**src/hdl/smcm_pkg.sv**
```systemverilog
// Shared types and constants of the serpentine matrix channel mapper.
// No dependencies; every other file of the block imports this package.
package smcm_pkg;

    // field widths
    localparam int CoordW   = 12;
    localparam int StringsW = 10;
    localparam int StrandsW = 8;
    localparam int NodesW   = 12;
    localparam int ChanW    = 24;
    localparam int AddrW    = 25;
    localparam int CfgIdxW  = 3;
    localparam int CfgDataW = 24;

    // derived datapath widths
    localparam int NstrW      = StringsW + StrandsW;   // strand count of the matrix
    localparam int StrandW    = NstrW + 1;             // signed strand index
    localparam int AbsW       = NstrW;                 // magnitude of the strand index
    localparam int RecipShift = AbsW;                  // reciprocal scale 2**RecipShift
    localparam int DivW       = RecipShift + 1;        // divider numerator and quotient
    localparam int DivCntW    = $clog2(DivW + 1);
    localparam int RemW       = StrandsW + 1;          // remainder estimate, below 2*s
    localparam int AlongW     = NodesW + 1;            // signed position along a strand
    localparam int SumW       = StrandW + AlongW;      // signed pixel offset in nodes
    localparam int OffW       = SumW + 2;              // signed offset in channels
    localparam int ProdNsW    = NodesW + StringsW;     // nodes * strings
    localparam int SpanW      = ProdNsW + 2;           // channel span of the matrix

    localparam logic [DivW-1:0] RecipNum = {1'b1, {RecipShift{1'b0}}};

    // register indexes
    typedef enum logic [CfgIdxW-1:0] {
        REG_ORIENTATION   = 3'd0,
        REG_START_CORNER  = 3'd1,
        REG_STRING_COUNT  = 3'd2,
        REG_STRANDS       = 3'd3,
        REG_NODES         = 3'd4,
        REG_START_CHANNEL = 3'd5
    } cfg_index_t;

    // first pixel corner
    typedef enum logic [1:0] {
        CORNER_BL = 2'd0,
        CORNER_BR = 2'd1,
        CORNER_TL = 2'd2,
        CORNER_TR = 2'd3
    } corner_t;

    // reset values
    localparam logic                ResetOrientation = 1'b0;
    localparam corner_t             ResetCorner      = CORNER_BL;
    localparam logic [StringsW-1:0] ResetStrings     = 10'd1;
    localparam logic [StrandsW-1:0] ResetStrands     = 8'd1;
    localparam logic [NodesW-1:0]   ResetNodes       = 12'd50;
    localparam logic [ChanW-1:0]    ResetStart       = 24'd1;

    // settled configuration handed to the item pipeline
    typedef struct packed {
        logic                orientation;   // 1 vertical strands
        corner_t             corner;
        logic [StrandsW-1:0] strands;       // strands per string, zero taken as one
        logic [NstrW-1:0]    strand_count;  // strings * strands
        logic [NodesW-1:0]   strand_len;    // nodes / strands
        logic [DivW-1:0]     recip;         // floor(2**RecipShift / strands)
        logic [SpanW-1:0]    span;          // 3 * nodes * strings
        logic [ChanW-1:0]    start;
    } map_cfg_t;

endpackage

```
**src/hdl/smcm_if.sv**
```systemverilog
// Handshake channels of the mapper: pixel coordinates in, channel addresses out.
// Depends on smcm_pkg for the field widths.
interface smcm_coord_if import smcm_pkg::*; ();
    logic              valid;
    logic              ready;
    logic [CoordW-1:0] pos_x;
    logic [CoordW-1:0] pos_y;

    modport source (output valid, output pos_x, output pos_y, input ready);
    modport sink   (input valid, input pos_x, input pos_y, output ready);
endinterface

interface smcm_result_if import smcm_pkg::*; ();
    logic             valid;
    logic             ready;
    logic [AddrW-1:0] channel_address;
    logic             out_of_range;

    modport source (output valid, output channel_address, output out_of_range, input ready);
    modport sink   (input valid, input channel_address, input out_of_range, output ready);
endinterface

```
**src/hdl/serpentine_matrix_channel_map_core.sv**
```systemverilog
// Serpentine matrix channel mapper: items pass the smcm_pipe stages to a result.
// Throughput one item per cycle unless input is held off or the output stalls;
// a stalled output holds only the stages behind it. After reset, and after each write
// of string_count, strands_per_string or nodes_per_string, input is held off while
// both serial dividers recompute strand length and reciprocal (one quotient bit per
// cycle). Reset clears all valid bits and loads the register reset values.
module serpentine_matrix_channel_map_core import smcm_pkg::*;
(
    input  logic                clk,
    input  logic                rst_n,
    input  logic                cfg_we,
    input  logic [CfgIdxW-1:0]  cfg_index,
    input  logic [CfgDataW-1:0] cfg_data,
    smcm_coord_if.sink          coord,
    smcm_result_if.source       result
);

    map_cfg_t cfg;
    logic     cfg_busy;

    // registers and derived matrix geometry
    smcm_cfg u_cfg
    (
        .clk       (clk),
        .rst_n     (rst_n),
        .cfg_we    (cfg_we),
        .cfg_index (cfg_index),
        .cfg_data  (cfg_data),
        .cfg       (cfg),
        .busy      (cfg_busy)
    );

    // per-item address pipeline
    smcm_pipe u_pipe
    (
        .clk    (clk),
        .rst_n  (rst_n),
        .hold   (cfg_busy),
        .cfg    (cfg),
        .coord  (coord),
        .result (result)
    );

endmodule

```
**src/hdl/smcm_div.sv**
```systemverilog
// Restoring divider, one quotient bit per cycle, for config-derived values.
// Depends on smcm_pkg for widths.
module smcm_div import smcm_pkg::*;
(
    input  logic                clk,
    input  logic                rst_n,
    input  logic                start,
    input  logic [DivW-1:0]     num,
    input  logic [StrandsW-1:0] den,
    output logic                busy,
    output logic [DivW-1:0]     quo
);

    logic                busy_reg, busy_next;
    logic [DivCntW-1:0]  cnt_reg, cnt_next;
    logic [StrandsW-1:0] rem_reg, rem_next;
    logic [DivW-1:0]     quo_reg, quo_next;
    logic [StrandsW-1:0] den_reg, den_next;
    logic [StrandsW:0]   shifted;
    logic [StrandsW:0]   diff;
    logic                fits;

    // one shift and trial subtract per cycle
    always_comb
    begin
        shifted   = {rem_reg, quo_reg[DivW-1]};
        diff      = shifted - {1'b0, den_reg};
        fits      = (shifted >= {1'b0, den_reg});
        busy_next = busy_reg;
        cnt_next  = cnt_reg;
        rem_next  = rem_reg;
        quo_next  = quo_reg;
        den_next  = den_reg;
        if (start)
        begin
            busy_next = 1'b1;
            cnt_next  = DivCntW'(DivW);
            rem_next  = '0;
            quo_next  = num;
            den_next  = den;
        end
        else if (busy_reg)
        begin
            rem_next = fits ? diff[StrandsW-1:0] : shifted[StrandsW-1:0];
            quo_next = {quo_reg[DivW-2:0], fits};
            cnt_next = cnt_reg - DivCntW'(1);
            if (cnt_reg == DivCntW'(1))
            begin
                busy_next = 1'b0;
            end
        end
    end

    // control state
    always_ff @(posedge clk or negedge rst_n)
    begin
        if (!rst_n)
        begin
            busy_reg <= 1'b0;
            cnt_reg  <= '0;
        end
        else
        begin
            busy_reg <= busy_next;
            cnt_reg  <= cnt_next;
        end
    end

    // working registers
    always_ff @(posedge clk)
    begin
        rem_reg <= rem_next;
        quo_reg <= quo_next;
        den_reg <= den_next;
    end

    assign busy = busy_reg;
    assign quo  = quo_reg;

endmodule

```
**src/hdl/smcm_cfg.sv**
```systemverilog
// Configuration registers and the values derived from them (matrix size,
// strand length, reciprocal of the strand count, channel span).
// Depends on smcm_pkg and smcm_div.
module smcm_cfg import smcm_pkg::*;
(
    input  logic                clk,
    input  logic                rst_n,
    input  logic                cfg_we,
    input  logic [CfgIdxW-1:0]  cfg_index,
    input  logic [CfgDataW-1:0] cfg_data,
    output map_cfg_t            cfg,
    output logic                busy
);

    logic                orient_reg, orient_next;
    corner_t             corner_reg, corner_next;
    logic [StringsW-1:0] strings_reg, strings_next;
    logic [StrandsW-1:0] strands_reg, strands_next;
    logic [NodesW-1:0]   nodes_reg, nodes_next;
    logic [ChanW-1:0]    start_reg, start_next;
    logic                kick_reg, kick_next;
    logic [NstrW-1:0]    nstr_reg;
    logic [SpanW-1:0]    span_reg;
    logic [StrandsW-1:0] strands_eff;
    logic [ProdNsW-1:0]  nodes_strings;
    logic                len_busy;
    logic                recip_busy;
    logic [DivW-1:0]     len_quo;
    logic [DivW-1:0]     recip_quo;

    // register writes; size registers restart the dividers
    always_comb
    begin
        orient_next  = orient_reg;
        corner_next  = corner_reg;
        strings_next = strings_reg;
        strands_next = strands_reg;
        nodes_next   = nodes_reg;
        start_next   = start_reg;
        kick_next    = 1'b0;
        if (cfg_we)
        begin
            unique case (cfg_index_t'(cfg_index))
                REG_ORIENTATION:   orient_next = cfg_data[0];
                REG_START_CORNER:  corner_next = corner_t'(cfg_data[1:0]);
                REG_STRING_COUNT:
                begin
                    strings_next = cfg_data[StringsW-1:0];
                    kick_next    = 1'b1;
                end
                REG_STRANDS:
                begin
                    strands_next = cfg_data[StrandsW-1:0];
                    kick_next    = 1'b1;
                end
                REG_NODES:
                begin
                    nodes_next = cfg_data[NodesW-1:0];
                    kick_next  = 1'b1;
                end
                REG_START_CHANNEL: start_next = cfg_data[ChanW-1:0];
                default:           kick_next  = 1'b0;
            endcase
        end
    end

    always_ff @(posedge clk or negedge rst_n)
    begin
        if (!rst_n)
        begin
            orient_reg  <= ResetOrientation;
            corner_reg  <= ResetCorner;
            strings_reg <= ResetStrings;
            strands_reg <= ResetStrands;
            nodes_reg   <= ResetNodes;
            start_reg   <= ResetStart;
            kick_reg    <= 1'b1;
        end
        else
        begin
            orient_reg  <= orient_next;
            corner_reg  <= corner_next;
            strings_reg <= strings_next;
            strands_reg <= strands_next;
            nodes_reg   <= nodes_next;
            start_reg   <= start_next;
            kick_reg    <= kick_next;
        end
    end

    // products, settled long before the dividers finish
    always_comb
    begin
        strands_eff   = (strands_reg == '0) ? StrandsW'(1) : strands_reg;
        nodes_strings = ProdNsW'(nodes_reg) * ProdNsW'(strings_reg);
    end

    always_ff @(posedge clk)
    begin
        nstr_reg <= NstrW'(strings_reg) * NstrW'(strands_eff);
        span_reg <= {nodes_strings, 1'b0} + SpanW'(nodes_strings);
    end

    // strand length nodes / s
    smcm_div u_len_div
    (
        .clk   (clk),
        .rst_n (rst_n),
        .start (kick_reg),
        .num   (DivW'(nodes_reg)),
        .den   (strands_eff),
        .busy  (len_busy),
        .quo   (len_quo)
    );

    // reciprocal 2**RecipShift / s
    smcm_div u_recip_div
    (
        .clk   (clk),
        .rst_n (rst_n),
        .start (kick_reg),
        .num   (RecipNum),
        .den   (strands_eff),
        .busy  (recip_busy),
        .quo   (recip_quo)
    );

    always_comb
    begin
        cfg.orientation  = orient_reg;
        cfg.corner       = corner_reg;
        cfg.strands      = strands_eff;
        cfg.strand_count = nstr_reg;
        cfg.strand_len   = len_quo[NodesW-1:0];
        cfg.recip        = recip_quo;
        cfg.span         = span_reg;
        cfg.start        = start_reg;
    end

    assign busy = kick_reg || len_busy || recip_busy;

endmodule

```
**src/hdl/smcm_pipe.sv**
```systemverilog
// Five-stage item pipeline: strand index, products, remainder parity and
// direction, then offset, span check and output register.
// Depends on smcm_pkg and the channel interfaces.
module smcm_pipe import smcm_pkg::*;
(
    input  logic                 clk,
    input  logic                 rst_n,
    input  logic                 hold,
    input  map_cfg_t             cfg,
    smcm_coord_if.sink           coord,
    smcm_result_if.source        result
);

    // stage enables
    logic en1, en2, en3, en4, en5;
    logic take;

    // stage 1
    logic                     v1_reg;
    logic signed [StrandW-1:0] strand1_reg;
    logic [AbsW-1:0]          abs1_reg;
    logic                     neg1_reg;
    logic                     a0_1_reg;
    logic [CoordW-1:0]        b1_reg;
    logic signed [AlongW-1:0] rb1_reg;
    logic                     vert;
    logic                     rev;
    logic [CoordW-1:0]        a_in;
    logic [CoordW-1:0]        b_in;
    logic signed [StrandW-1:0] strand_in;
    logic [StrandW-1:0]       strand_neg;

    // stage 2
    logic                     v2_reg;
    logic [AbsW-1:0]          qest2_reg;
    logic signed [SumW-1:0]   psl2_reg;
    logic [AbsW-1:0]          abs2_reg;
    logic                     neg2_reg;
    logic                     a0_2_reg;
    logic [CoordW-1:0]        b2_reg;
    logic signed [AlongW-1:0] rb2_reg;
    logic [AbsW+DivW-1:0]     prod_q;
    logic signed [AlongW-1:0] len_s;
    logic signed [SumW-1:0]   prod_sl;

    // stage 3
    logic                     v3_reg;
    logic [AbsW-1:0]          qs3_reg;
    logic [AbsW-1:0]          abs3_reg;
    logic                     neg3_reg;
    logic                     a0_3_reg;
    logic signed [SumW-1:0]   sumf3_reg;
    logic signed [SumW-1:0]   sumr3_reg;
    logic [AbsW+StrandsW-1:0] prod_qs;

    // stage 4
    logic                     v4_reg;
    logic signed [SumW-1:0]   sum4_reg;
    logic [AbsW-1:0]          diff;
    logic [RemW-1:0]          rem_est;
    logic                     rem_odd;
    logic                     one_test;
    logic                     fwd;

    // stage 5
    logic                     v5_reg;
    logic [AddrW-1:0]         addr5_reg;
    logic                     oor5_reg;
    logic signed [OffW-1:0]   off;
    logic                     in_span;

    // ready ripples back through empty or moving stages
    always_comb
    begin
        en5         = !v5_reg || result.ready;
        en4         = !v4_reg || en5;
        en3         = !v3_reg || en4;
        en2         = !v2_reg || en3;
        en1         = !v1_reg || en2;
        coord.ready = en1 && !hold;
        take        = coord.valid && coord.ready;
    end

    // valid bits
    always_ff @(posedge clk or negedge rst_n)
    begin
        if (!rst_n)
        begin
            v1_reg <= 1'b0;
            v2_reg <= 1'b0;
            v3_reg <= 1'b0;
            v4_reg <= 1'b0;
            v5_reg <= 1'b0;
        end
        else
        begin
            if (en1) v1_reg <= take;
            if (en2) v2_reg <= v1_reg;
            if (en3) v3_reg <= v2_reg;
            if (en4) v4_reg <= v3_reg;
            if (en5) v5_reg <= v4_reg;
        end
    end

    // stage 1: strand index counted from the start corner
    always_comb
    begin
        vert = cfg.orientation;
        a_in = vert ? coord.pos_x : coord.pos_y;
        b_in = vert ? coord.pos_y : coord.pos_x;
        if (vert)
        begin
            rev = (cfg.corner == CORNER_BR) || (cfg.corner == CORNER_TR);
        end
        else
        begin
            rev = (cfg.corner == CORNER_TL) || (cfg.corner == CORNER_TR);
        end
        strand_in  = rev ? (StrandW'(cfg.strand_count) - StrandW'(a_in) - StrandW'(1))
                         : StrandW'(a_in);
        strand_neg = -strand_in;
    end

    always_ff @(posedge clk)
    begin
        if (en1)
        begin
            strand1_reg <= strand_in;
            neg1_reg    <= strand_in[StrandW-1];
            abs1_reg    <= strand_in[StrandW-1] ? strand_neg[AbsW-1:0]
                                                : strand_in[AbsW-1:0];
            a0_1_reg    <= a_in[0];
            b1_reg      <= b_in;
            rb1_reg     <= AlongW'(cfg.strand_len) - AlongW'(b_in) - AlongW'(1);
        end
    end

    // stage 2: quotient estimate and strand base
    always_comb
    begin
        prod_q  = (AbsW+DivW)'(abs1_reg) * (AbsW+DivW)'(cfg.recip);
        len_s   = $signed({1'b0, cfg.strand_len});
        prod_sl = strand1_reg * len_s;
    end

    always_ff @(posedge clk)
    begin
        if (en2)
        begin
            qest2_reg <= prod_q[RecipShift +: AbsW];
            psl2_reg  <= prod_sl;
            abs2_reg  <= abs1_reg;
            neg2_reg  <= neg1_reg;
            a0_2_reg  <= a0_1_reg;
            b2_reg    <= b1_reg;
            rb2_reg   <= rb1_reg;
        end
    end

    // stage 3: quotient times s, both candidate offsets
    always_comb
    begin
        prod_qs = (AbsW+StrandsW)'(qest2_reg) * (AbsW+StrandsW)'(cfg.strands);
    end

    always_ff @(posedge clk)
    begin
        if (en3)
        begin
            qs3_reg   <= prod_qs[AbsW-1:0];
            abs3_reg  <= abs2_reg;
            neg3_reg  <= neg2_reg;
            a0_3_reg  <= a0_2_reg;
            sumf3_reg <= psl2_reg + SumW'(b2_reg);
            sumr3_reg <= psl2_reg + SumW'(rb2_reg);
        end
    end

    // stage 4: remainder parity and strand direction
    always_comb
    begin
        diff    = abs3_reg - qs3_reg;
        rem_est = diff[RemW-1:0];
        rem_odd = (rem_est >= RemW'(cfg.strands)) ? (rem_est[0] ^ cfg.strands[0])
                                                  : rem_est[0];
        if (vert)
        begin
            one_test = (cfg.corner == CORNER_TL) || (cfg.corner == CORNER_TR);
        end
        else
        begin
            one_test = (cfg.corner == CORNER_BR) || (cfg.corner == CORNER_TR);
        end
        if (!cfg.strands[0])
        begin
            // even strand count: parity of the raw strand coordinate
            if (vert)
            begin
                unique case (cfg.corner)
                    CORNER_BL, CORNER_TR: fwd = !a0_3_reg;
                    CORNER_BR, CORNER_TL: fwd = a0_3_reg;
                    default:              fwd = !a0_3_reg;
                endcase
            end
            else
            begin
                unique case (cfg.corner)
                    CORNER_BL, CORNER_TL: fwd = !a0_3_reg;
                    CORNER_BR, CORNER_TR: fwd = a0_3_reg;
                    default:              fwd = !a0_3_reg;
                endcase
            end
        end
        else if (one_test)
        begin
            // a negative remainder is never equal to one
            fwd = !neg3_reg && rem_odd;
        end
        else
        begin
            fwd = !rem_odd;
        end
    end

    always_ff @(posedge clk)
    begin
        if (en4)
        begin
            sum4_reg <= fwd ? sumf3_reg : sumr3_reg;
        end
    end

    // stage 5: channel offset, span check, output register
    always_comb
    begin
        off     = (OffW'(sum4_reg) <<< 1) + OffW'(sum4_reg);
        in_span = !sum4_reg[SumW-1] && (off[OffW-2:0] < (OffW-1)'(cfg.span));
    end

    always_ff @(posedge clk)
    begin
        if (en5)
        begin
            addr5_reg <= in_span ? (AddrW'(cfg.start) + off[AddrW-1:0]) : AddrW'(cfg.start);
            oor5_reg  <= !in_span;
        end
    end

    assign result.valid           = v5_reg;
    assign result.channel_address = addr5_reg;
    assign result.out_of_range    = oor5_reg;

endmodule

```
**src/flat_wrapper.sv**
```systemverilog
// flat-port wrapper written by rule: the top's interface ports become plain ports
module serpentine_matrix_channel_map_core_flat import smcm_pkg::*;
  (clk, rst_n, cfg_we, cfg_index, cfg_data, coord_valid, coord_pos_x, coord_pos_y, coord_ready, result_valid, result_channel_address, result_out_of_range, result_ready);
  smcm_coord_if coord_i ();
  smcm_result_if result_i ();
  input  logic clk;
  input  logic rst_n;
  input  logic cfg_we;
  input  logic [CfgIdxW-1:0] cfg_index;
  input  logic [CfgDataW-1:0] cfg_data;
  input wire logic [$bits(coord_i.valid)-1:0] coord_valid;
  input wire logic [$bits(coord_i.pos_x)-1:0] coord_pos_x;
  input wire logic [$bits(coord_i.pos_y)-1:0] coord_pos_y;
  output wire logic [$bits(coord_i.ready)-1:0] coord_ready;
  output wire logic [$bits(result_i.valid)-1:0] result_valid;
  output wire logic [$bits(result_i.channel_address)-1:0] result_channel_address;
  output wire logic [$bits(result_i.out_of_range)-1:0] result_out_of_range;
  input wire logic [$bits(result_i.ready)-1:0] result_ready;
  assign coord_i.valid = coord_valid;
  assign coord_i.pos_x = coord_pos_x;
  assign coord_i.pos_y = coord_pos_y;
  assign coord_ready = coord_i.ready;
  assign result_valid = result_i.valid;
  assign result_channel_address = result_i.channel_address;
  assign result_out_of_range = result_i.out_of_range;
  assign result_i.ready = result_ready;
  serpentine_matrix_channel_map_core u_core (.clk(clk), .rst_n(rst_n), .cfg_we(cfg_we), .cfg_index(cfg_index), .cfg_data(cfg_data), .coord(coord_i), .result(result_i));
endmodule
```
**config.mk**
```make
export PLATFORM = sky130hd
export DESIGN_NAME = serpentine_matrix_channel_map_core_flat
export DESIGN_NICKNAME = d
export VERILOG_FILES = /design/src/hdl/smcm_pkg.sv /design/src/hdl/smcm_if.sv /design/src/hdl/serpentine_matrix_channel_map_core.sv /design/src/hdl/smcm_div.sv /design/src/hdl/smcm_cfg.sv /design/src/hdl/smcm_pipe.sv /design/src/flat_wrapper.sv
export SDC_FILE = /design/constraint.sdc
export NUM_CORES = 2
export LEC_CHECK = 0
export ABC_AREA = 1
export BUFFER_PORTS_ARGS = -buffer_cell sky130_fd_sc_hd__buf_4
export CORE_MARGIN = 2
export CORE_UTILIZATION = 45
export CTS_CLUSTER_SIZE = 14
export DETAILED_ROUTE_END_ITERATION = 7
export REMOVE_ABC_BUFFERS = 1
export SLEW_MARGIN = 20
export SYNTH_ARGS = -nofsm -noshare
export SYNTH_HDL_FRONTEND = slang
export SYNTH_SLANG_ARGS = --single-unit
```
**constraint.sdc**
```tcl
create_clock -name clk -period 17.4 [get_ports clk]
set_input_delay 0 -clock clk [delete_from_list [all_inputs] [get_ports clk]]
set_output_delay 0 -clock clk [all_outputs]
set_load 0.02 [all_outputs]
```
==> metrics.json <==
{
  "core_area": {"value": 0.113, "unit": "mm^2"},
  "wirelength_routed": {"value": 134000, "unit": "um"},
  "initialDrtViolationCount": {"value": 2572},
  "crit_path_start_kind": {"value": "flip-flop"},
  "required_time_at_the_worst_slack_endpoint": {"value": 17920, "unit": "ps"},
  "path_max_fanout": {"value": 21},
  "timing.clock.skew": {"value": 20.9, "unit": "ps"},
  "tritoncts_clock_tree": {"value": "built"},
  "worst_ep_arrival_time": {"value": 7620, "unit": "ps"},
  "synthArstFlopShare": {"value": 0.163},
  "grt_setup_unrepaired": {"value": "no"},
  "drc": {"value": 0},
  "critPathKind": {"value": "flip-flop to flip-flop"},
  "cts_post_setup_buffers_inserted": {"value": 0},
  "number_of_antenna_violations_at_the_first_check_in_global_routing": {"value": 1},
  "cap_violations": {"value": 0},
  "clkSlewWorstSetupHoldPaths": {"value": 70, "unit": "ps"},
  "critPathSlowestCell": {"value": "sky130_fd_sc_hd__dfrtp_1"},
  "die_w": {"value": 341, "unit": "um"},
  "worst_hold_slack": {"value": 15.4, "unit": "ps"},
  "maxSlewViolCount": {"value": 0},
  "floorplan.die_area": {"value": 0.117, "unit": "mm^2"},
  "ant_nets": {"value": 0},
  "hold_depth": {"value": 4},
  "drt-pass1-iter-count": {"value": 6},
  "drive_above_1_share": {"value": 0.0448},
  "clk-insertion-delay-late": {"value": 640, "unit": "ps"},
  "syn-mean-instance-area": {"value": 8.22, "unit": "um^2"},
  "dr_total_vias": {"value": 39300},
  "ctsLongestPathBuffers": {"value": 3},
  "cts_sinks": {"value": 460},
  "routabilityCongestion": {"value": 0.905},
  "setup_violations_final": {"value": 0},
  "synth.distinct_cells": {"value": 62},
  "yosys_most_used_dff": {"value": "sky130_fd_sc_hd__edfxtp_1"},
  "setup.worst_path.end_class": {"value": "flip-flop"},
  "critical_path.top_delay_family": {"value": "adder cells"},
  "tns": {"value": 0, "unit": "ps"},
  "worstRegToRegCells": {"value": 28},
  "final_nets": {"value": 7355},
  "crit_buf_inv": {"value": 5},
  "synth_enable_flop_cells": {"value": 301},
  "critPathMaxStageDelay": {"value": 870, "unit": "ps"},
  "first_global_vias": {"value": 40200},
  "io_buffer_count": {"value": 83},
  "initial_core_util": {"value": 0.455},
  "detail_route.vias_per_cell": {"value": 5.04},
  "synth-seq-cells": {"value": 460},
  "fill_cells": {"value": 10900},
  "worst_pin_slew": {"value": 1220, "unit": "ps"},
  "timing.final.hold_violations": {"value": 0},
  "grt_pass1_wl": {"value": 216000, "unit": "um"},
  "clock_tree.htree_level_count": {"value": 2},
  "fmax": {"value": 141, "unit": "MHz"},
  "period_utilisation_layout": {"value": 0.408},
  "global_route.overflow_total": {"value": 0},
  "area.growth.synth_to_final": {"value": 8.35, "unit": "%"},
  "ctsRootBufferMaster": {"value": "sky130_fd_sc_hd__clkbuf_16"},
  "synth-seq-area-share": {"value": 0.246},
  "die_height": {"value": 341, "unit": "um"},
  "post_cts_resized": {"value": 0},
  "drt-wirelength-per-cell": {"value": 17.2, "unit": "um"},
  "cts_made_buffers": {"value": 52},
  "post-route-worst-setup-slack": {"value": 10300, "unit": "ps"},
  "mostFrequentLayoutCells": {"value": "sky130_fd_sc_hd__nand2_1 (1,600), sky130_fd_sc_hd__inv_1 (1,385), sky130_fd_sc_hd__fa_1 (589)"},
  "timing.max_slew.rel_slack": {"value": 0.176},
  "syn-cell-area": {"value": 0.0512, "unit": "mm^2"},
  "netlist_instances": {"value": 6227},
  "detailedPlacementHpwl": {"value": 106000, "unit": "um"},
  "gr-usage-all-layers": {"value": 0.234},
  "ios": {"value": 84},
  "yosys_warnings": {"value": 0},
  "std_cell_rows": {"value": 123},
  "min_period": {"value": 7100, "unit": "ps"},
  "most_frequent_standard_cell_in_the_layout_excluding_fill_and_tap_cells": {"value": "sky130_fd_sc_hd__nand2_1"},
  "run_status": {"value": "complete, no violations"},
  "timing.critical_path.depth": {"value": 28},
  "grt_start_max_net_pins": {"value": 68},
  "holdCritPathClass": {"value": "input port to flip-flop"},
  "preCtsSetupSlack": {"value": 10370, "unit": "ps"}
}
layout make-up:
| type | instances | area [um^2] | share of cell area |
|---|---|---|---|
| multi-input cells | 4160 | 32500 | 0.586 |
| flip-flops and latches | 460 | 12600 | 0.227 |
| inverters | 1399 | 5250 | 0.0947 |
| well taps | 1500 | 1880 | 0.0338 |
| repair buffers | 178 | 1470 | 0.0266 |
| clock buffers | 67 | 1430 | 0.0258 |
| clock inverters | 29 | 315 | 0.00568 |
| diodes | 1 | 2.50 | 0.0000451 |
synth_stat cells, drive strengths merged (35+ instances only):
cell type  count  area (um^2)
nor2         249          967
xor2         171         1500
xnor2         93          815
ha           459         5740
dfrtp         68         1700
nand4         69          447
edfxtp       301         9040
a21oi        276         1390
inv         1397         5240
nand2       1604         6030
clkbuf       172          646
nand3        201         1030
nor3          35          175
fa           589        11800
o21ai        194          978
buf           36          185
dfxtp         84         1680
worst register-to-register path, delay by kind of cell, from the launching register on:
kind            cells  cell delay [ps]
flops               1              870
buf+inv             5              250
simple gates        9             1280
compound gates      6             1110
fa+ha+maj           7             3290
xor+xnor            1              180
per-layer routing:
metal / routed length [um] / vias to the layer above / share of wire / track usage
li1: - / 19200 / - / -
met3: 6280 / 211 / 0.047 / 0.0243
met1: 60900 / 19000 / 0.45 / 0.317
met4: 4850 / 0 / 0.036 / 0.0848
met2: 62000 / 904 / 0.46 / 0.390
met5: 0 / - / 0 / 0
cells by family after synthesis:
| family | after synthesis | share of synthesized area |
|---|---|---|
| and+or+nand+nor | 2214 | 0.176 |
| muxes | 22 | 0.00459 |
| AOI/OAI and AO/OA | 611 | 0.0663 |
| adders and majority gates | 1048 | 0.342 |
| DFF | 460 | 0.246 |
| xor gates and xnor gates | 265 | 0.0456 |
| buffers and inverters | 1607 | 0.119 |
path summary, 6_finish.rpt:
path                                                               from                                    end  slack [ps]
min in group asynchronous                                         rst_n  u_core.u_cfg.start_reg[5]$_DFFE_PN0P_         170
worst max-delay path            u_core.u_cfg.strings_reg[3]$_DFFE_PN0P_      u_core.u_cfg.span_reg[22]$_DFF_P_       10300
worst max register to register  u_core.u_cfg.strings_reg[3]$_DFFE_PN0P_      u_core.u_cfg.span_reg[22]$_DFF_P_       10300
max in group asynchronous                                         rst_n       u_core.u_pipe.v4_reg$_DFFE_PN0P_       16580
worst min register to register      u_core.u_pipe.abs2_reg[1]$_DFFE_PP_    u_core.u_pipe.abs3_reg[1]$_DFFE_PP_         420
worst min-delay path                                     coord_pos_y[4]      u_core.u_pipe.b1_reg[4]$_DFFE_PP_          20
repair_timing:
item,4_1_cts,5_1_grt
endpoints found under the hold margin,140,1
hold buffers,54,1
setup endpoints to repair,0,0
metrics by stage:
| stage | area, um^2 | util | instances |
|---|---|---|---|
| after floorplan | 50400 | - | 6019 |
| after global placement | 53200 | 0.472 | 7642 |
| after detailed placement | 53200 | 0.472 | 7642 |
| after CTS | 55500 | 0.492 | 7792 |
| after global routing | 55500 | 0.492 | 7793 |
| final | 55500 | 0.492 | 7794 |
Power is left out: the tool's default activity adds up to more than one toggle a clock period on the data nets, which glitch-free logic cannot reach.
